===== config.mk =====
export PLATFORM = sky130hd
export DESIGN_NAME = page_mapped_ftl_with_gc
export DESIGN_NICKNAME = d
export VERILOG_FILES = /design/src/rtl/ftl_pkg.sv /design/src/rtl/page_mapped_ftl_with_gc.sv /design/src/rtl/ftl_front.sv /design/src/rtl/ftl_back.sv
export SDC_FILE = /design/constraint.sdc
export NUM_CORES = 1
export LEC_CHECK = 0
export ABC_AREA = 0
export BUFFER_PORTS_ARGS = -buffer_cell sky130_fd_sc_hd__buf_4
export CAP_MARGIN = 25
export CORE_ASPECT_RATIO = 1.4
export CORE_MARGIN = 3
export CORE_UTILIZATION = 40
export CTS_BUF_LIST = sky130_fd_sc_hd__clkbuf_8
export DETAILED_ROUTE_END_ITERATION = 10
export PLACE_DENSITY = 0.59
export SYNTH_ARGS = -nofsm -noshare
export SYNTH_HDL_FRONTEND = slang
export SYNTH_SLANG_ARGS = --single-unit

===== constraint.sdc =====
create_clock -name clk -period 10.1 [get_ports clk]
set_clock_uncertainty 0.15 [all_clocks]
set_input_delay 0.505 -clock clk [delete_from_list [all_inputs] [get_ports clk]]
set_output_delay 0.505 -clock clk [all_outputs]
set_load 0.05 [all_outputs]

===== src/rtl/ftl_pkg.sv =====
`timescale 1ns / 1ps

package ftl_pkg;

    // default geometry
    localparam int DEF_NUM_BLOCKS      = 6;
    localparam int DEF_PAGES_PER_BLOCK = 4;
    localparam int DEF_NUM_ADDRESSES   = 16;

    // widest logical address any geometry can need
    localparam int ADDR_W_MAX = 10;

    // fixed field widths
    localparam int LBA_IN_W  = 4;
    localparam int STATUS_W  = 2;
    localparam int PAGE_W    = 5;
    localparam int MOVED_W   = 6;
    localparam int ERASED_W  = 4;
    localparam int TOTAL_W   = 32;
    localparam int WEAR_W    = 16;
    localparam int MINER_W   = 2;

    localparam logic [MINER_W-1:0] MIN_ERASED_RST = 2'd2;

    // command codes
    localparam logic CMD_WRITE = 1'b0;
    localparam logic CMD_TRIM  = 1'b1;

    // result status codes
    localparam logic [STATUS_W-1:0] ST_DONE     = 2'd0;
    localparam logic [STATUS_W-1:0] ST_UNMAPPED = 2'd1;
    localparam logic [STATUS_W-1:0] ST_NOSPACE  = 2'd2;

    // page states
    localparam logic [1:0] PG_FREE  = 2'd0;
    localparam logic [1:0] PG_VALID = 2'd1;
    localparam logic [1:0] PG_STALE = 2'd2;

    // register index of the threshold register
    localparam int REG_MIN_ERASED = 0;

    // queued request between front and back
    typedef struct packed {
        logic                  trim;
        logic [ADDR_W_MAX-1:0] addr;
    } ftl_req_t;

endpackage


===== src/rtl/page_mapped_ftl_with_gc.sv =====
`timescale 1ns / 1ps

// Channel   | Signals                                        | Handshake
// ----------+------------------------------------------------+--------------------------
// request   | command, logical_address                       | start && !busy
// result    | status, page_written, pages_relocated,         | done, one cycle, no stall
//           | blocks_erased, host_write_total, nand_write_total |
// config    | psel, penable, pwrite, paddr, pwdata, prdata    | APB, pready tied high
//
// A write without collection runs an erased-block scan, the space check, the program,
// a second erased-block scan and the threshold check. Each collection round adds a victim
// page scan, an evaluation, a pass over the victim's pages that programs each valid one,
// an erase and an erased-block scan. Any program that opens a block adds an erased-block
// scan. Reset (rst_n low) clears page states, fills, wear and mapped flags at once; no clearing pass follows.
// A two-request queue takes new requests while the sequencer works; busy rises when full.

module page_mapped_ftl_with_gc
    import ftl_pkg::*;
#(
    parameter int NUM_BLOCKS      = DEF_NUM_BLOCKS,
    parameter int PAGES_PER_BLOCK = DEF_PAGES_PER_BLOCK,
    parameter int NUM_ADDRESSES   = DEF_NUM_ADDRESSES
)
(
    input  logic                clk,
    input  logic                rst_n,
    input  logic                start,
    output logic                busy,
    input  logic                command,
    input  logic [LBA_IN_W-1:0] logical_address,
    output logic                done,
    output logic [STATUS_W-1:0] status,
    output logic [PAGE_W-1:0]   page_written,
    output logic [MOVED_W-1:0]  pages_relocated,
    output logic [ERASED_W-1:0] blocks_erased,
    output logic [TOTAL_W-1:0]  host_write_total,
    output logic [TOTAL_W-1:0]  nand_write_total,
    input  logic                psel,
    input  logic                penable,
    input  logic                pwrite,
    input  logic [1:0]          paddr,
    input  logic [31:0]         pwdata,
    output logic [31:0]         prdata,
    output logic                pready
);

    logic               req_valid;
    logic               req_pop;
    ftl_req_t           req;
    logic [MINER_W-1:0] min_erased_reg;
    logic               cfg_wr;

    // config register
    assign pready = 1'b1;
    assign cfg_wr = psel && penable && pwrite && (paddr[1:0] == 2'(REG_MIN_ERASED));

    always_ff @(posedge clk or negedge rst_n)
    begin
        if (!rst_n)
        begin
            min_erased_reg <= MIN_ERASED_RST;
        end
        else if (cfg_wr)
        begin
            min_erased_reg <= pwdata[MINER_W-1:0];
        end
    end

    assign prdata = {{(32 - MINER_W){1'b0}}, min_erased_reg};

    ftl_front #(
        .NUM_ADDRESSES  (NUM_ADDRESSES)
    ) u_front (
        .clk             (clk),
        .rst_n           (rst_n),
        .start           (start),
        .busy            (busy),
        .command         (command),
        .logical_address (logical_address),
        .req_valid       (req_valid),
        .req             (req),
        .req_pop         (req_pop)
    );

    ftl_back #(
        .NUM_BLOCKS      (NUM_BLOCKS),
        .PAGES_PER_BLOCK (PAGES_PER_BLOCK),
        .NUM_ADDRESSES   (NUM_ADDRESSES)
    ) u_back (
        .clk              (clk),
        .rst_n            (rst_n),
        .req_valid        (req_valid),
        .req              (req),
        .req_pop          (req_pop),
        .min_erased       (min_erased_reg),
        .done             (done),
        .status           (status),
        .page_written     (page_written),
        .pages_relocated  (pages_relocated),
        .blocks_erased    (blocks_erased),
        .host_write_total (host_write_total),
        .nand_write_total (nand_write_total)
    );

    // results never come back to back
    a_done_gap: assert property (@(posedge clk) disable iff (!rst_n)
        done |=> !done)
        else $error("two results in consecutive cycles");

    // every host write is also a page program
    a_totals: assert property (@(posedge clk) disable iff (!rst_n)
        done |-> (nand_write_total >= host_write_total))
        else $error("program total below host write total");

    // an ignored trim does no work
    a_trim_idle: assert property (@(posedge clk) disable iff (!rst_n)
        (done && (status == ST_UNMAPPED)) |->
            ((page_written == '0) && (pages_relocated == '0) && (blocks_erased == '0)))
        else $error("ignored trim reported work");

endmodule


===== src/rtl/ftl_front.sv =====
`timescale 1ns / 1ps

module ftl_front
    import ftl_pkg::*;
#(
    parameter int NUM_ADDRESSES = DEF_NUM_ADDRESSES
)
(
    input  logic                clk,
    input  logic                rst_n,
    input  logic                start,
    output logic                busy,
    input  logic                command,
    input  logic [LBA_IN_W-1:0] logical_address,
    output logic                req_valid,
    output ftl_req_t            req,
    input  logic                req_pop
);

    localparam int AW = (NUM_ADDRESSES > 1) ? $clog2(NUM_ADDRESSES) : 1;
    localparam int LBA_N = 1 << LBA_IN_W;

    // address folding table, built at elaboration
    logic [AW-1:0] mod_tab [LBA_N];
    for (genvar i = 0; i < LBA_N; i++) begin : g_mod
        assign mod_tab[i] = AW'(i % NUM_ADDRESSES);
    end

    // two-entry request queue
    ftl_req_t   q_reg [2];
    logic       wp_reg;
    logic       rp_reg;
    logic [1:0] cnt_reg;
    logic       push;
    ftl_req_t   in_req;

    assign busy      = (cnt_reg == 2'd2);
    assign push      = start && !busy;
    assign req_valid = (cnt_reg != 2'd0);
    assign req       = q_reg[rp_reg];

    always_comb
    begin
        in_req      = '0;
        in_req.trim = (command == CMD_TRIM);
        in_req.addr = ADDR_W_MAX'(mod_tab[logical_address]);
    end

    always_ff @(posedge clk)
    begin
        if (push)
        begin
            q_reg[wp_reg] <= in_req;
        end
    end

    always_ff @(posedge clk or negedge rst_n)
    begin
        if (!rst_n)
        begin
            wp_reg  <= 1'b0;
            rp_reg  <= 1'b0;
            cnt_reg <= 2'd0;
        end
        else
        begin
            if (push)
            begin
                wp_reg <= !wp_reg;
            end
            if (req_pop)
            begin
                rp_reg <= !rp_reg;
            end
            cnt_reg <= cnt_reg + 2'(push) - 2'(req_pop);
        end
    end

endmodule


===== src/rtl/ftl_back.sv =====
`timescale 1ns / 1ps

module ftl_back
    import ftl_pkg::*;
#(
    parameter int NUM_BLOCKS      = DEF_NUM_BLOCKS,
    parameter int PAGES_PER_BLOCK = DEF_PAGES_PER_BLOCK,
    parameter int NUM_ADDRESSES   = DEF_NUM_ADDRESSES
)
(
    input  logic                clk,
    input  logic                rst_n,
    input  logic                req_valid,
    input  ftl_req_t            req,
    output logic                req_pop,
    input  logic [MINER_W-1:0]  min_erased,
    output logic                done,
    output logic [STATUS_W-1:0] status,
    output logic [PAGE_W-1:0]   page_written,
    output logic [MOVED_W-1:0]  pages_relocated,
    output logic [ERASED_W-1:0] blocks_erased,
    output logic [TOTAL_W-1:0]  host_write_total,
    output logic [TOTAL_W-1:0]  nand_write_total
);

    localparam int TP   = NUM_BLOCKS * PAGES_PER_BLOCK;
    localparam int AW   = (NUM_ADDRESSES > 1) ? $clog2(NUM_ADDRESSES) : 1;
    localparam int BW   = $clog2(NUM_BLOCKS + 1);
    localparam int BIW  = $clog2(NUM_BLOCKS);
    localparam int PIW  = $clog2(PAGES_PER_BLOCK);
    localparam int PGW  = $clog2(TP);
    localparam int FW   = $clog2(PAGES_PER_BLOCK + 1);
    localparam int RW   = $clog2(PAGES_PER_BLOCK * (NUM_BLOCKS + 1) + 1);
    localparam logic [BW-1:0]  NONE    = BW'(NUM_BLOCKS);
    localparam logic [BW-1:0]  LAST_B  = BW'(NUM_BLOCKS - 1);
    localparam logic [PIW-1:0] LAST_P  = PIW'(PAGES_PER_BLOCK - 1);
    localparam logic [FW-1:0]  FULL    = FW'(PAGES_PER_BLOCK);

    typedef enum logic [12:0] {
        S_IDLE    = 13'b0000000000001,
        S_TRIM    = 13'b0000000000010,
        S_ESCAN   = 13'b0000000000100,
        S_WCHK    = 13'b0000000001000,
        S_PROG    = 13'b0000000010000,
        S_POPEN   = 13'b0000000100000,
        S_GCSTART = 13'b0000001000000,
        S_GCHK    = 13'b0000010000000,
        S_VSCAN   = 13'b0000100000000,
        S_VEVAL   = 13'b0001000000000,
        S_MOVE    = 13'b0010000000000,
        S_ERASE   = 13'b0100000000000,
        S_DONE    = 13'b1000000000000
    } state_t;

    state_t state_reg, ret_reg, pret_reg;

    // flash bookkeeping
    logic [1:0]        pstat_reg  [TP];
    logic [AW-1:0]     owner_reg  [TP];
    logic [FW-1:0]     fill_reg   [NUM_BLOCKS];
    logic [WEAR_W-1:0] wear_reg   [NUM_BLOCKS];
    logic [PGW-1:0]    map_reg    [NUM_ADDRESSES];
    logic              mapped_reg [NUM_ADDRESSES];
    logic [BW-1:0]     open_reg;

    // sequencer working registers
    logic [AW-1:0]     addr_reg;
    logic [AW-1:0]     powner_reg;
    logic              hostw_reg;
    logic [BW-1:0]     blk_reg;
    logic [PIW-1:0]    pidx_reg;
    logic [BW-1:0]     cnt_reg;
    logic [BW-1:0]     best_reg;
    logic [WEAR_W-1:0] bestw_reg;
    logic [FW-1:0]     stale_reg;
    logic [FW-1:0]     valid_reg;
    logic [FW-1:0]     most_reg;
    logic [BW-1:0]     vic_reg;
    logic [WEAR_W-1:0] vicw_reg;
    logic [FW-1:0]     vvalid_reg;

    // result registers
    logic                done_reg;
    logic [STATUS_W-1:0] status_reg;
    logic [PGW-1:0]      written_reg;
    logic [MOVED_W-1:0]  moved_reg;
    logic [ERASED_W-1:0] erased_reg;
    logic [TOTAL_W-1:0]  host_cnt_reg;
    logic [TOTAL_W-1:0]  prog_cnt_reg;

    // programming path
    logic [BW-1:0]  pb;
    logic           open_full;
    logic           do_prog;
    logic [PGW-1:0] ppn;

    // scan helpers
    logic [PGW-1:0] scan_pg;
    logic [1:0]     scan_st;
    logic [FW-1:0]  stale_next;
    logic [FW-1:0]  valid_next;
    logic [PGW-1:0] mv_pg;
    logic           mv_last;
    logic [RW-1:0]  room;
    logic [PGW-1:0] old_pg;

    assign req_pop = (state_reg == S_IDLE) && req_valid;

    always_comb
    begin
        open_full  = (fill_reg[open_reg[BIW-1:0]] >= FULL);
        pb         = (state_reg == S_POPEN) ? best_reg : open_reg;
        do_prog    = ((state_reg == S_PROG) && !open_full) || (state_reg == S_POPEN);
        ppn        = PGW'(pb * PAGES_PER_BLOCK) + PGW'(fill_reg[pb[BIW-1:0]]);
        scan_pg    = PGW'(blk_reg * PAGES_PER_BLOCK) + PGW'(pidx_reg);
        scan_st    = pstat_reg[scan_pg];
        stale_next = stale_reg + FW'(scan_st == PG_STALE);
        valid_next = valid_reg + FW'(scan_st == PG_VALID);
        mv_pg      = PGW'(vic_reg * PAGES_PER_BLOCK) + PGW'(pidx_reg);
        mv_last    = (pidx_reg == LAST_P);
        room       = RW'(FULL - fill_reg[open_reg[BIW-1:0]])
                   + RW'(cnt_reg * PAGES_PER_BLOCK);
        old_pg     = map_reg[addr_reg];
    end

    // payload stores without reset
    always_ff @(posedge clk)
    begin
        if (do_prog)
        begin
            owner_reg[ppn]      <= powner_reg;
            map_reg[powner_reg] <= ppn;
        end
    end

    // control sequencer
    always_ff @(posedge clk or negedge rst_n)
    begin
        if (!rst_n)
        begin
            state_reg    <= S_IDLE;
            ret_reg      <= S_IDLE;
            pret_reg     <= S_IDLE;
            for (int i = 0; i < TP; i++)
            begin
                pstat_reg[i] <= PG_FREE;
            end
            for (int i = 0; i < NUM_BLOCKS; i++)
            begin
                fill_reg[i] <= '0;
                wear_reg[i] <= '0;
            end
            for (int i = 0; i < NUM_ADDRESSES; i++)
            begin
                mapped_reg[i] <= 1'b0;
            end
            open_reg     <= '0;
            addr_reg     <= '0;
            powner_reg   <= '0;
            hostw_reg    <= 1'b0;
            blk_reg      <= '0;
            pidx_reg     <= '0;
            cnt_reg      <= '0;
            best_reg     <= NONE;
            bestw_reg    <= '0;
            stale_reg    <= '0;
            valid_reg    <= '0;
            most_reg     <= '0;
            vic_reg      <= NONE;
            vicw_reg     <= '0;
            vvalid_reg   <= '0;
            done_reg     <= 1'b0;
            status_reg   <= ST_DONE;
            written_reg  <= '0;
            moved_reg    <= '0;
            erased_reg   <= '0;
            host_cnt_reg <= '0;
            prog_cnt_reg <= '0;
        end
        else
        begin
            done_reg <= 1'b0;

            // one page program into the open (or newly opened) block
            if (do_prog)
            begin
                pstat_reg[ppn]              <= PG_VALID;
                fill_reg[pb[BIW-1:0]]       <= fill_reg[pb[BIW-1:0]] + 1'b1;
                mapped_reg[powner_reg]      <= 1'b1;
                if (prog_cnt_reg != '1)
                begin
                    prog_cnt_reg <= prog_cnt_reg + 1'b1;
                end
                if (hostw_reg)
                begin
                    written_reg <= ppn;
                end
                hostw_reg <= 1'b0;
                open_reg  <= pb;
                state_reg <= pret_reg;
            end

            unique case (state_reg)
                S_IDLE:
                begin
                    if (req_valid)
                    begin
                        addr_reg    <= AW'(req.addr);
                        status_reg  <= ST_DONE;
                        written_reg <= '0;
                        moved_reg   <= '0;
                        erased_reg  <= '0;
                        if (req.trim)
                        begin
                            state_reg <= S_TRIM;
                        end
                        else
                        begin
                            blk_reg   <= '0;
                            cnt_reg   <= '0;
                            best_reg  <= NONE;
                            ret_reg   <= S_WCHK;
                            state_reg <= S_ESCAN;
                        end
                    end
                end

                S_TRIM:
                begin
                    if (mapped_reg[addr_reg])
                    begin
                        pstat_reg[old_pg]    <= PG_STALE;
                        mapped_reg[addr_reg] <= 1'b0;
                    end
                    else
                    begin
                        status_reg <= ST_UNMAPPED;
                    end
                    state_reg <= S_DONE;
                end

                // erased-block count and least-worn erased block
                S_ESCAN:
                begin
                    if ((blk_reg != open_reg) && (fill_reg[blk_reg[BIW-1:0]] == '0))
                    begin
                        cnt_reg <= cnt_reg + 1'b1;
                        if ((best_reg == NONE) || (wear_reg[blk_reg[BIW-1:0]] < bestw_reg))
                        begin
                            best_reg  <= blk_reg;
                            bestw_reg <= wear_reg[blk_reg[BIW-1:0]];
                        end
                    end
                    if (blk_reg == LAST_B)
                    begin
                        state_reg <= ret_reg;
                    end
                    else
                    begin
                        blk_reg <= blk_reg + 1'b1;
                    end
                end

                S_WCHK:
                begin
                    if (open_full && (best_reg == NONE))
                    begin
                        status_reg <= ST_NOSPACE;
                        state_reg  <= S_DONE;
                    end
                    else
                    begin
                        if (host_cnt_reg != '1)
                        begin
                            host_cnt_reg <= host_cnt_reg + 1'b1;
                        end
                        if (mapped_reg[addr_reg])
                        begin
                            pstat_reg[old_pg] <= PG_STALE;
                        end
                        powner_reg <= addr_reg;
                        hostw_reg  <= 1'b1;
                        pret_reg   <= S_GCSTART;
                        state_reg  <= S_PROG;
                    end
                end

                S_PROG:
                begin
                    // full open block: find a fresh one first
                    if (open_full)
                    begin
                        blk_reg   <= '0;
                        cnt_reg   <= '0;
                        best_reg  <= NONE;
                        ret_reg   <= S_POPEN;
                        state_reg <= S_ESCAN;
                    end
                end

                S_POPEN:
                begin
                end

                S_GCSTART:
                begin
                    blk_reg   <= '0;
                    cnt_reg   <= '0;
                    best_reg  <= NONE;
                    ret_reg   <= S_GCHK;
                    state_reg <= S_ESCAN;
                end

                S_GCHK:
                begin
                    if ((min_erased == '0) || (cnt_reg >= BW'(min_erased)))
                    begin
                        state_reg <= S_DONE;
                    end
                    else
                    begin
                        blk_reg   <= '0;
                        pidx_reg  <= '0;
                        stale_reg <= '0;
                        valid_reg <= '0;
                        most_reg  <= '0;
                        vic_reg   <= NONE;
                        state_reg <= S_VSCAN;
                    end
                end

                // greedy victim search, one page a cycle
                S_VSCAN:
                begin
                    if (pidx_reg == LAST_P)
                    begin
                        if ((blk_reg != open_reg)
                            && ((stale_next > most_reg)
                                || ((vic_reg != NONE) && (stale_next == most_reg)
                                    && (wear_reg[blk_reg[BIW-1:0]] < vicw_reg))))
                        begin
                            most_reg   <= stale_next;
                            vic_reg    <= blk_reg;
                            vicw_reg   <= wear_reg[blk_reg[BIW-1:0]];
                            vvalid_reg <= valid_next;
                        end
                        stale_reg <= '0;
                        valid_reg <= '0;
                        pidx_reg  <= '0;
                        if (blk_reg == LAST_B)
                        begin
                            state_reg <= S_VEVAL;
                        end
                        else
                        begin
                            blk_reg <= blk_reg + 1'b1;
                        end
                    end
                    else
                    begin
                        stale_reg <= stale_next;
                        valid_reg <= valid_next;
                        pidx_reg  <= pidx_reg + 1'b1;
                    end
                end

                S_VEVAL:
                begin
                    if (vic_reg == NONE)
                    begin
                        state_reg <= S_DONE;
                    end
                    else if (RW'(vvalid_reg) > room)
                    begin
                        status_reg <= ST_NOSPACE;
                        state_reg  <= S_DONE;
                    end
                    else
                    begin
                        pidx_reg  <= '0;
                        state_reg <= S_MOVE;
                    end
                end

                // relocate valid pages of the victim
                S_MOVE:
                begin
                    pidx_reg <= mv_last ? '0 : pidx_reg + 1'b1;
                    if (pstat_reg[mv_pg] == PG_VALID)
                    begin
                        powner_reg <= owner_reg[mv_pg];
                        if (moved_reg != '1)
                        begin
                            moved_reg <= moved_reg + 1'b1;
                        end
                        pret_reg  <= mv_last ? S_ERASE : S_MOVE;
                        state_reg <= S_PROG;
                    end
                    else
                    begin
                        state_reg <= mv_last ? S_ERASE : S_MOVE;
                    end
                end

                S_ERASE:
                begin
                    for (int p = 0; p < PAGES_PER_BLOCK; p++)
                    begin
                        pstat_reg[PGW'(vic_reg * PAGES_PER_BLOCK) + PGW'(p)] <= PG_FREE;
                    end
                    fill_reg[vic_reg[BIW-1:0]] <= '0;
                    if (wear_reg[vic_reg[BIW-1:0]] != '1)
                    begin
                        wear_reg[vic_reg[BIW-1:0]] <= wear_reg[vic_reg[BIW-1:0]] + 1'b1;
                    end
                    if (erased_reg != '1)
                    begin
                        erased_reg <= erased_reg + 1'b1;
                    end
                    state_reg <= S_GCSTART;
                end

                S_DONE:
                begin
                    done_reg  <= 1'b1;
                    state_reg <= S_IDLE;
                end

                default:
                begin
                    state_reg <= S_IDLE;
                end
            endcase
        end
    end

    assign done             = done_reg;
    assign status           = status_reg;
    assign page_written     = PAGE_W'(written_reg);
    assign pages_relocated  = moved_reg;
    assign blocks_erased    = erased_reg;
    assign host_write_total = host_cnt_reg;
    assign nand_write_total = prog_cnt_reg;

endmodule


==> summary.txt, run 1 <==
Worst setup path
  – CP peak stage delay: 0.66 ns
  – CP max FO: 39
  – Reg2reg path depth: 18
  – Startpoint Class: flip-flop
  – Worst flop-to-flop path startpoint: u_back.pidx_reg[0]
  – R2R setup slack: 4.04 ns
  – Reg2reg end: u_back.vic_reg[1]
  – Worst path arrival time: 6.50 ns
  – Critical path type: reg2reg
  – CP Buf/Inv Count: 2
  – Cell Chain, Critical Path: buf_4, mux4_2, nand2_1, nand2_1, a221oi_1, a21oi_1, nor2b_1, ha_1, ha_1, ha_1, nor2b_1, o21a_1, o21a_1, or3_1, o221ai_2, buf_4, nand2_1, mux2_2
  – CP top delay family: compound AO/OA/AOI/OAI gates
  – Highest-delay cell along the critical path: mux4_2
  – Crit path capture type: flip-flop
  – Worst path depth: 18
  – Worst endpoint required time: 10.53 ns

STA
  – Maximum clock rate: 165 MHz
  – RSZ-0062 raised after global routing: no
  – Fin. Hold Viols: 0
  – Slew Viols, Final: 0
  – WHS: 0.0992 ns
  – Worst-Margin Slew: 1.10 ns
  – Final period utilization: 60.0%
  – Setup violations, final: 0
  – Min Tclk post-route: 6.06 ns
  – Setup TNS: 0 ns
  – Rel. slew slack: 26.0%

Power
  – Internal: 3.69 mW
  – Sw Ratio: 27.2%
  – Overall power: 5.07 mW
  – Peak VDD IR: 102 uV
  – Lkg Pwr: 12.3 nW
  – PD cells: 167 mW/mm2
  – Register share of total power: 47.1%
  – Clk network pwr share: 39.9%
  – Gate power share: 13.0%
  – Sw Pwr: 1.38 mW

Place
  – I/O Buffers: 99
  – Routability cong.: 0.886
  – Placed cells: 3223
  – Detail Placement HPWL: 49900 um

Run status
  – Status: finished, final reports clean

Floorplan
  – Overall die height: 312 um
  – Die area: 0.0700 mm2
  – Initial Util: 40.6%
  – I/O Pins: 161
  – Site Rows: 111
  – Core area: 0.0658 mm2
  – Die width: 224 um

Drt
  – WL met1: 28100 um
  – 1st-iter DRT viols: 1304
  – Avg Vias per Cell: 5.57
  – Routed wl met2: 38000 um
  – Top Metal Used: met4
  – Detailed-route via count: 18900
  – DRC: 0
  – Drt pass-1 iters: 5
  – DRT antenna net count: 0
  – Met3 wire len: 3590 um
  – WL final: 72500 um
  – Drt wl/cell: 21.4 um

Hold path
  – Hold path cells: 3
  – HP Class: in2reg
  – Worst hold start: penable
  – Hold endpoint: min_erased_reg[0]

CTS
  – CTS H-tree lvls: 3
  – Sink Count: 543
  – Maximum clock path buffer count: 3
  – Clock root buffer: clkbuf_8
  – Clk slew on worst S/H paths: 0.06 ns
  – Clk Latency, worst-skew pair: 0.68 ns
  – CTS tree: done
  – Setup bufs post-CTS: 0
  – Number of buffers created by CTS: 86
  – CTS resizes: 0

Synthesis
  – Area of the mapped netlist: 0.0267 mm2
  – Area share of the largest cell type after synthesis: 32.7%
  – Flops & latches, synth: 543
  – Synth cell types: 92
  – Top_reg_cell synth: dfrtp_1
  – Syn Area/Cell: 11.4 um2
  – Post-Synthesis Cells: 2349
  – Dominant cells by area after synthesis: dfrtp_1, edfxtp_1, mux4_2, nand2_1, o21ai_0
  – Post-synthesis sequential area ratio: 54.3%
  – Post-synth EDFFs: 186
  – Ys async rst share: 65.7%
  – Warnings from Yosys: 0
  – Cell taking the most area after synthesis: dfrtp_1

Global routing
  – Largest net degree at the start of global routing: 89
  – First-pass GRT wire length: 114000 um
  – Initial antenna violation count: 1
  – GRT overflow: 0
  – Vias in the first global route: 19600
  – GRT Util Overall: 20.9%

Finish
  – Fill cell count: 6124
  – Fin util: 46.0%
  – Non-filler cells, final: 3392
  – Share of cells above drive strength 1: 16.8%
  – Synth-to-layout area growth: 13.3%
  – Fin nets: 2583

Run
  – Max-cap viol count: 0
[cell type report]
type	count	area [um2]	area share, %
diodes	1	2.50	0.00826
clock buffers	103	1420	4.68
clock inverters	53	439	1.45
inverters	102	385	1.27
multi-input cells	1597	11300	37.2
flip-flops and latches	543	14500	48.0
well taps	847	1060	3.50
repair buffers	146	1180	3.88
[cell usage in the layout, fill, tap and decap left out, types with 32 or more instances in the layout]
| cell type | n |
|---|---|
| clkbuf_8 | 103 |
| and3_1 | 32 |
| ha_1 | 61 |
| o21ai_0 | 168 |
| mux4_2 | 90 |
| nand3_1 | 74 |
| dfrtp_1 | 345 |
| buf_4 | 132 |
| a211oi_1 | 37 |
| xor2_1 | 36 |
| edfxtp_1 | 186 |
| a21oi_1 | 97 |
| nand2_1 | 280 |
| nor2_1 | 191 |
| xnor2_1 | 54 |
| inv_1 | 113 |
| mux2i_1 | 59 |
[how the worst max path moves through the flow]
| stage | startpoint | end | slack, ns |
|---|---|---|---|
| 2_1_floorplan | u_back.pidx_reg[0] | u_back.vicw_reg[10] | 5.28 |
| 3_3_place_gp | u_back.pidx_reg[0] | u_back.most_reg[0] | 4.02 |
| 3_5_place_dp | u_back.pidx_reg[0] | u_back.most_reg[0] | 4.01 |
| 4_1_cts | u_back.pidx_reg[0] | u_back.most_reg[0] | 3.98 |
| 5_1_grt | u_back.pidx_reg[0] | u_back.vic_reg[1] | 3.58 |
| 6_report | u_back.pidx_reg[0] | u_back.vic_reg[1] | 4.04 |
[cells in the mapped netlist (11+ instances only)]
cell type and number:
a211oi_1 37, a21oi_1 98, a22oi_1 16, a2bb2oi_1 11, and2_1 17, and3_1 32, and4_1 11, buf_2 24
buf_4 34, clkbuf_1 69, dfrtp_1 349, edfxtp_1 186, ha_1 61, inv_1 94, mux2_2 26, mux2i_1 59
mux4_2 90, nand2_1 280, nand2b_1 13, nand3_1 74, nand3b_1 11, nand4_1 28, nor2_1 191, nor2b_1 28
nor3_1 29, nor4_1 11, o21ai_0 168, or3_1 14, xnor2_1 54, xor2_1 36
[metrics by stage]
stage | cell area (um2) | worst slack [ns]
2_1_floorplan | 26800 | 5.28
3_3_place_gp | 28300 | 4.02
3_5_place_dp | 28300 | 4.01
4_1_cts | 30200 | 3.98
5_1_grt | 30300 | 3.58
6_report | 30300 | 4.04
[per-layer routing]
metal  up-vias  GRT usage [%]
li1       8730              -
met1      9454           24.9
met2       560           37.2
met3       157           3.46
met4         0           8.96
met5         -              0
[tightest hold or removal path, delay by kind of cell]
family / cells / cell delay, ns
AND/OR/NAND/NOR: 1 / 0.11
buffers and inverters: 1 / 0.11
multiplexers: 1 / 0.16
[logic make-up (layout without fill, tap and decap cells)]
group / Yosys count / count (layout) / share of synthesized area, %
buffers and inverters: 238 / 404 / 3.94
other: 2 / 32 / 0.0281
DFF: 543 / 543 / 54.3
AOI/OAI and AO/OA: 430 / 430 / 9.82
muxes: 181 / 181 / 11.1
adders and majority gates: 62 / 62 / 2.93
xor gates and xnor gates: 91 / 91 / 3.05
and+or+nand+nor: 802 / 802 / 14.7
[power by group through the flow]
| stage | Combinational [mW] | Sequential, mW | Clock, mW |
|---|---|---|---|
| after global placement | 0.620 | 2.45 | 0 |
| after global routing | 0.721 | 2.39 | 2.18 |
| after detailed placement | 0.628 | 2.45 | 0 |
| after CTS | 0.633 | 2.41 | 2.08 |
| final | 0.661 | 2.38 | 2.02 |
| after floorplan | 0.466 | 2.41 | 0 |
[timing repair]
item | in CTS | in global routing
endpoints found under the setup margin | 0 | 0
hold buffers | 9 | 0
endpoints found under the hold margin | 96 | 0
Note: power is estimated with default switching activity, not from simulation.
==> inputs of run 2 (changes only) <==
- ABC_AREA: 0 -> 1
- clock period: 10.1 -> 6.25 ns (I/O delays scaled with it)
==> summary.txt, run 2 <==
Finish
  – Fin nets: 3413 (+32%)
  – Most common cell after layout, fill and taps aside: nand2_1
  – Synth-to-layout area growth: 12.5%
  – Share of cells above drive strength 1: 10.2% (-6.6 points)
  – Most frequent cells in the layout: nand2_1, dfrtp_1, inv_1

Worst setup path
  – Reg2reg path depth: 24 (+6)
  – R2R setup slack: 0.95 ns (-3.09 ns)
  – CP max FO: 20 (-49%)
  – Worst endpoint required time: 6.66 ns (-3.87 ns)
  – Reg2reg end: u_back.vicw_reg[5]
  – Worst flop-to-flop path startpoint: u_back.pidx_reg[1]
  – Worst path arrival time: 5.71 ns (-0.79 ns)
  – Startpoint Class: flip-flop
  – Crit path capture type: flip-flop
  – Critical path type: reg2reg

Power
  – PD cells: 299 mW/mm2 (+79%)
  – Lkg Pwr: 13.8 nW (+12%)
  – Overall power: 9.32 mW (+84%)
  – Peak VDD IR: 151 uV (+48%)

Place
  – I/O Buffers: 99 (unchanged)
  – Routability cong.: 0.894 (+0.86%)
  – Detail Placement HPWL: 55200 um (+11%)

Synthesis
  – Area share of the largest cell type after synthesis: 31.5% (-1.1 points)
  – Post-synth top cells: nand2_1, dfrtp_1, inv_1
  – Post-synth EDFFs: 186 (unchanged)
  – Dominant cells by area after synthesis: dfrtp_1, edfxtp_1, nand2_1, inv_1, nor2_1
  – Area of the mapped netlist: 0.0277 mm2 (+3.6%)
  – Cell taking the most area after synthesis: dfrtp_1
  – Top_reg_cell synth: dfrtp_1
  – Post-synthesis sequential area ratio: 52.5% (-1.9 points)
  – Post-Synthesis Cells: 3183 (+36%)
  – Flops & latches, synth: 543 (unchanged)
  – Most frequent cell after synthesis: nand2_1
  – Ys async rst share: 65.7% (unchanged)
  – Syn Area/Cell: 8.70 um2 (-24%)
  – Synth cell types: 68 (-26%)
  – Warnings from Yosys: 0 (unchanged)

CTS
  – Number of buffers created by CTS: 86 (unchanged)
  – Clock root buffer: clkbuf_8
  – CTS tree: done
  – Maximum clock path buffer count: 3 (unchanged)
  – CTS resizes: 0 (unchanged)
  – Setup bufs post-CTS: 0 (unchanged)
  – Sink Count: 543 (unchanged)
  – CTS H-tree lvls: 3 (unchanged)
  – Clk slew on worst S/H paths: 0.07 ns (about the same)
  – Clk Latency, worst-skew pair: 0.70 ns (+0.02 ns)
  – Hold_buf cts: 13 (+4)

Run
  – Max-cap viol count: 0 (unchanged)

Floorplan
  – Overall die height: 317 um (+1.8%)
  – Die area: 0.0725 mm2 (+3.5%)
  – Initial Util: 40.6% (-0.049 points)
  – I/O Pins: 161 (unchanged)
  – Site Rows: 113 (+1.8%)
  – Core area: 0.0683 mm2 (+3.7%)
  – Die width: 228 um (+1.7%)

Run status
  – Status: finished, final reports clean

Drt
  – 1st-iter DRT viols: 1654 (+27%)
  – DRT antenna net count: 0 (unchanged)
  – DRC: 0 (unchanged)
  – Drt wl/cell: 18.9 um (-12%)
  – Drt pass-1 iters: 5 (unchanged)
  – Avg Vias per Cell: 5.24 (-6.0%)
  – WL final: 81200 um (+12%)
  – Detailed-route via count: 22500 (+19%)

Global routing
  – GRT Util Overall: 22.1% (+1.2 points)
  – Largest net degree at the start of global routing: 160 (+80%)
  – GRT overflow: 0 (unchanged)
  – Vias in the first global route: 22300 (+14%)
  – Initial antenna violation count: 1 (unchanged)
  – First-pass GRT wire length: 126000 um (+11%)

STA
  – RSZ-0062 raised after global routing: no
  – Rel. slew slack: 27.2% (+1.2 points)
  – Setup violations, final: 0 (unchanged)
  – Final period utilization: 84.8% (+25 points)
  – Slew Viols, Final: 0 (unchanged)
  – Setup TNS: 0 ns (unchanged)
  – Maximum clock rate: 189 MHz (+14%)
  – Min Tclk post-route: 5.30 ns (-0.760 ns)
  – Fin. Hold Viols: 0 (unchanged)
  – Worst-Margin Slew: 1.09 ns (-0.00745 ns)

Hold path
  – HP Class: in2async
==> run 2: critical path, cell delays in order (launching register included) <==
cell and delay (ns):
dfrtp_1 0.38, inv_1 0.54, buf_4 0.36, nand3_1 0.16, nand2_1 0.09, nand2_1 0.05
nand2_1 0.10, a21oi_1 0.05, a311oi_1 0.44, and2_1 0.33, ha_1 0.19, ha_1 0.16
xnor2_1 0.17, inv_1 0.07, ha_1 0.31, nand3_1 0.10, nor4_1 0.29, nand2_1 0.09
nand2_1 0.06, nand2_1 0.06, inv_1 0.05, buf_4 0.24, nand2_1 0.46, nand2_1 0.18
nand2_1 0.07
==> run 2: cells by family after synthesis <==
family | synth area share, %
buffers and inverters | 7.58
multiplexers | 0.257
AND/OR/NAND/NOR | 21.1
flip-flops | 52.5
adder cells (fa/ha/maj) | 2.83
other | 0.0271
AO/OA/AOI/OAI | 13.0
XOR/XNOR | 2.75
==> run 2: metal layers <==
metal | vias to the layer above | global-route usage [%] | part of all wire, %
met5 | - | 0 | 0
met4 | 0 | 10.1 | 4.3
met3 | 185 | 3.24 | 5.1
met2 | 668 | 40.1 | 51
met1 | 10800 | 25.9 | 40
li1 | 10900 | - | -
==> run 2: layout make-up <==
| class | count | area, um2 |
|---|---|---|
| sequential | 543 | 14500 |
| clock inverter | 57 | 438 |
| antenna | 1 | 2.50 |
| inverter | 348 | 1310 |
| clock buffer | 101 | 1390 |
| fill | 6695 | 37100 |
| tap | 920 | 1150 |
| timing repair buffer | 140 | 1150 |
| multi-input combinational | 2187 | 11200 |
==> run 2: worst max path at each step <==
| stage | startpoint | end | slack (ns) |
|---|---|---|---|
| 6_report | u_back.pidx_reg[1] | u_back.vicw_reg[5] | 0.95 |
| 5_1_grt | u_back.pidx_reg[1] | u_back.vvalid_reg[1] | 0.50 |
| 4_1_cts | u_back.pidx_reg[1] | u_back.vicw_reg[5] | 1.01 |
| 3_5_place_dp | u_back.pidx_reg[1] | u_back.vicw_reg[5] | 1.06 |
| 3_3_place_gp | u_back.pidx_reg[1] | u_back.vicw_reg[5] | 1.07 |
| 2_1_floorplan | u_back.blk_reg[0] | u_back.vicw_reg[10] | 2.30 |
==> run 2: metrics by stage <==
step / hold WS [ns] / utilization [%] / worst slack (ns) / std cells / instance area, um2
global route: 0.0371 / 45.6 / 0.503 / 4297 / 31200
finish: 0.0589 / 45.6 / 0.948 / 4297 / 31200
detailed placement: 0.108 / 42.7 / 1.06 / 4124 / 29200
global placement: 0.102 / 42.7 / 1.07 / 4124 / 29200
CTS: 0.0115 / 45.6 / 1.01 / 4295 / 31100
floorplan: -0.133 / - / 2.30 / 3212 / 27800
==> run 2: power breakdown <==
| group | leakage, nW | switching (mW) | internal, mW | total [mW] |
|---|---|---|---|---|
| sequential | 6.44 | 0.0918 | 3.77 | 3.86 |
| combinational | 6.28 | 1.55 | 0.658 | 2.20 |
| clock | 1.03 | 1.48 | 1.77 | 3.25 |
==> inputs of run 3 (changes only) <==
- ABC_AREA: 1 -> 0
- PLACE_DENSITY: 0.59 -> 0.61
- clock period: 6.25 -> 4.6 ns (I/O delays scaled with it)
==> summary.txt, run 3 (same netlist as run 1, synthesis figures left out) <==
Run status
  – Status: finished, final reports clean

Worst setup path
  – CP Buf/Inv Count: 4 (-1)
  – Cell Chain, Critical Path: clkbuf_16, buf_4, mux4_2, nand2_1, a21oi_1, a21oi_1, a21oi_2, nor2b_2, buf_4, ha_2, ha_4, ha_1, nor2b_1, o21a_1, o21a_1, or3_4, o221ai_4, buf_6, mux2_2
  – CP peak stage delay: 0.53 ns (about the same)
  – Crit path capture type: flip-flop
  – Worst endpoint required time: 5.00 ns (-1.66 ns)
  – Highest-delay cell along the critical path: mux4_2
  – CP top delay family: compound AO/OA/AOI/OAI gates
  – CP max FO: 4 (-80%)
  – Critical path type: reg2reg
  – Worst path arrival time: 4.90 ns (-0.81 ns)
  – Startpoint Class: flip-flop

Global routing
  – Met1 GRT Util: 24.7% (-1.2 points)
  – GR peak layer: met2
  – M2 GR Usage: 38.5% (-1.7 points)
  – First-pass GRT wire length: 116000 um (-8.2%)
  – Initial antenna violation count: 1 (unchanged)
  – GRT Util Overall: 21.2% (-0.90 points)
  – M3 GR Usage: 3.20% (-0.040 points)
  – GRT overflow: 0 (unchanged)
  – Largest net degree at the start of global routing: 114 (-29%)
  – Vias in the first global route: 20300 (-8.9%)

Floorplan
  – Overall die height: 312 um (-1.7%)
  – Core area: 0.0658 mm2 (-3.6%)
  – Die width: 224 um (-1.7%)
  – Initial Util: 40.6% (+0.049 points)
  – Die area: 0.0700 mm2 (-3.4%)
  – I/O Pins: 161 (unchanged)
  – Site Rows: 111 (-1.8%)

Drt
  – DRT antenna net count: 0 (unchanged)
  – Avg Vias per Cell: 5.61 (+7.0%)
  – 1st-iter DRT viols: 1350 (-18%)
  – WL final: 75200 um (-7.4%)
  – Detailed-route via count: 19600 (-13%)
  – Drt wl/cell: 21.6 um (+14%)
  – DRC: 0 (unchanged)
  – Drt pass-1 iters: 5 (unchanged)

Finish
  – Synth-to-layout area growth: 16.2%
  – Most common cell after layout, fill and taps aside: dfrtp_1
  – Fill cell count: 6040 (-9.8%)
  – Share of cells above drive strength 1: 20.1% (+9.9 points)
  – Multi-input logic area: 0.0114 mm2 (+1.6%)
  – Fin nets: 2677 (-22%)
  – Most frequent cells in the layout: dfrtp_1, nand2_1, buf_4
  – Fin util: 47.2% (+1.5 points)
  – FF+latch area: 0.0145 mm2 (about the same)

Place
  – Detail Placement HPWL: 53600 um (-3.0%)
  – Routability cong.: 0.950 (+6.3%)
  – I/O Buffers: 99 (unchanged)

Run
  – Max-cap viol count: 0 (unchanged)

Power
  – PD cells: 348 mW/mm2 (+16%)
  – Peak VDD IR: 305 uV (+100%)
  – Lkg Pwr: 12.8 nW (-7.0%)

STA
  – Setup violations, final: 0 (unchanged)
  – Maximum clock rate: 222 MHz (+18%)
  – Fin. Hold Viols: 0 (unchanged)
  – Slew Viols, Final: 0 (unchanged)
  – Final period utilization: 97.9% (+13 points)
  – Worst-Margin Slew: 1.04 ns (-0.0475 ns)
  – Min Tclk post-route: 4.50 ns (-0.801 ns)
  – Rel. slew slack: 30.5% (+3.2 points)
  – WHS: 0.0636 ns (+0.00472 ns)

CTS
  – Sink Count: 543 (unchanged)
  – CTS tree: done
  – Clk Latency, worst-skew pair: 0.68 ns (-0.02 ns)
  – Number of buffers created by CTS: 86 (unchanged)
  – Maximum clock path buffer count: 3 (unchanged)
  – Clk slew on worst S/H paths: 0.07 ns (about the same)
  – CTS H-tree lvls: 3 (unchanged)
  – Clock root buffer: clkbuf_8

Hold path
  – HP Class: in2async
[run 3: worst paths after layout]
check                                    from                   end  slack, ns  cells after the start
min                                     rst_n   u_back.bestw_reg[1]       0.06                      2
min in group clk           logical_address[3]   u_front.q_reg[1][3]       0.15                      2
max reg2reg                u_back.pidx_reg[0]  u_back.vvalid_reg[1]        0.1                     19
max                        u_back.pidx_reg[0]  u_back.vvalid_reg[1]        0.1                     19
min reg2reg                u_back.pret_reg[0]    u_back.pret_reg[0]       0.30                      2
max in group asynchronous               rst_n  u_back.powner_reg[0]       3.10                      3
[run 3: report_power, final]
| part | switching (mW) | leakage (nW) | internal, mW |
|---|---|---|---|
| Sequential | 0.182 | 6.37 | 5.09 |
| Combinational | 0.931 | 5.43 | 0.575 |
| Clock | 1.92 | 0.984 | 2.11 |
[run 3: per-layer routing]
| metal | share of wire, % | wire length [um] | up-vias |
|---|---|---|---|
| met5 | 0 | 0 | - |
| met1 | 39 | 29000 | 9766 |
| met2 | 52 | 39300 | 690 |
| li1 | - | - | 8935 |
| met4 | 4.0 | 3000 | 0 |
| met3 | 5.2 | 3940 | 161 |
[run 3: area by class of cell]
type                    instances  area share, %
inverters                     102           1.24
repair buffers                240           6.54
multi-input cells            1597           36.6
flip-flops and latches        543           46.8
clock buffers                 101           4.47
clock inverters                55          0.934
well taps                     847           3.41
diodes                          1        0.00806
[run 3: metrics by stage]
step | worst slack (ns) | setup TNS (ns) | instance area, um2 | total power, mW | std cells
floorplan | 0.0225 | 0 | 26900 | 6.32 | 2378
global placement | -0.0118 | -0.0118 | 29000 | 6.82 | 3308
detailed placement | -0.0385 | -0.142 | 29000 | 6.85 | 3308
CTS | 0.0282 | 0 | 30800 | 10.9 | 3477
global route | -0.0199 | -0.0420 | 31100 | 11.3 | 3486
finish | 0.0986 | 0 | 31100 | 10.8 | 3486
[run 3: repair_timing]
action	CTS	global route
pin swaps	0	3
gates cloned	0	2
buffers inserted	2	4
gates resized for setup	1	28
hold endpoints to repair	134	0
hold buffers	11	0
setup endpoints to repair	19	50
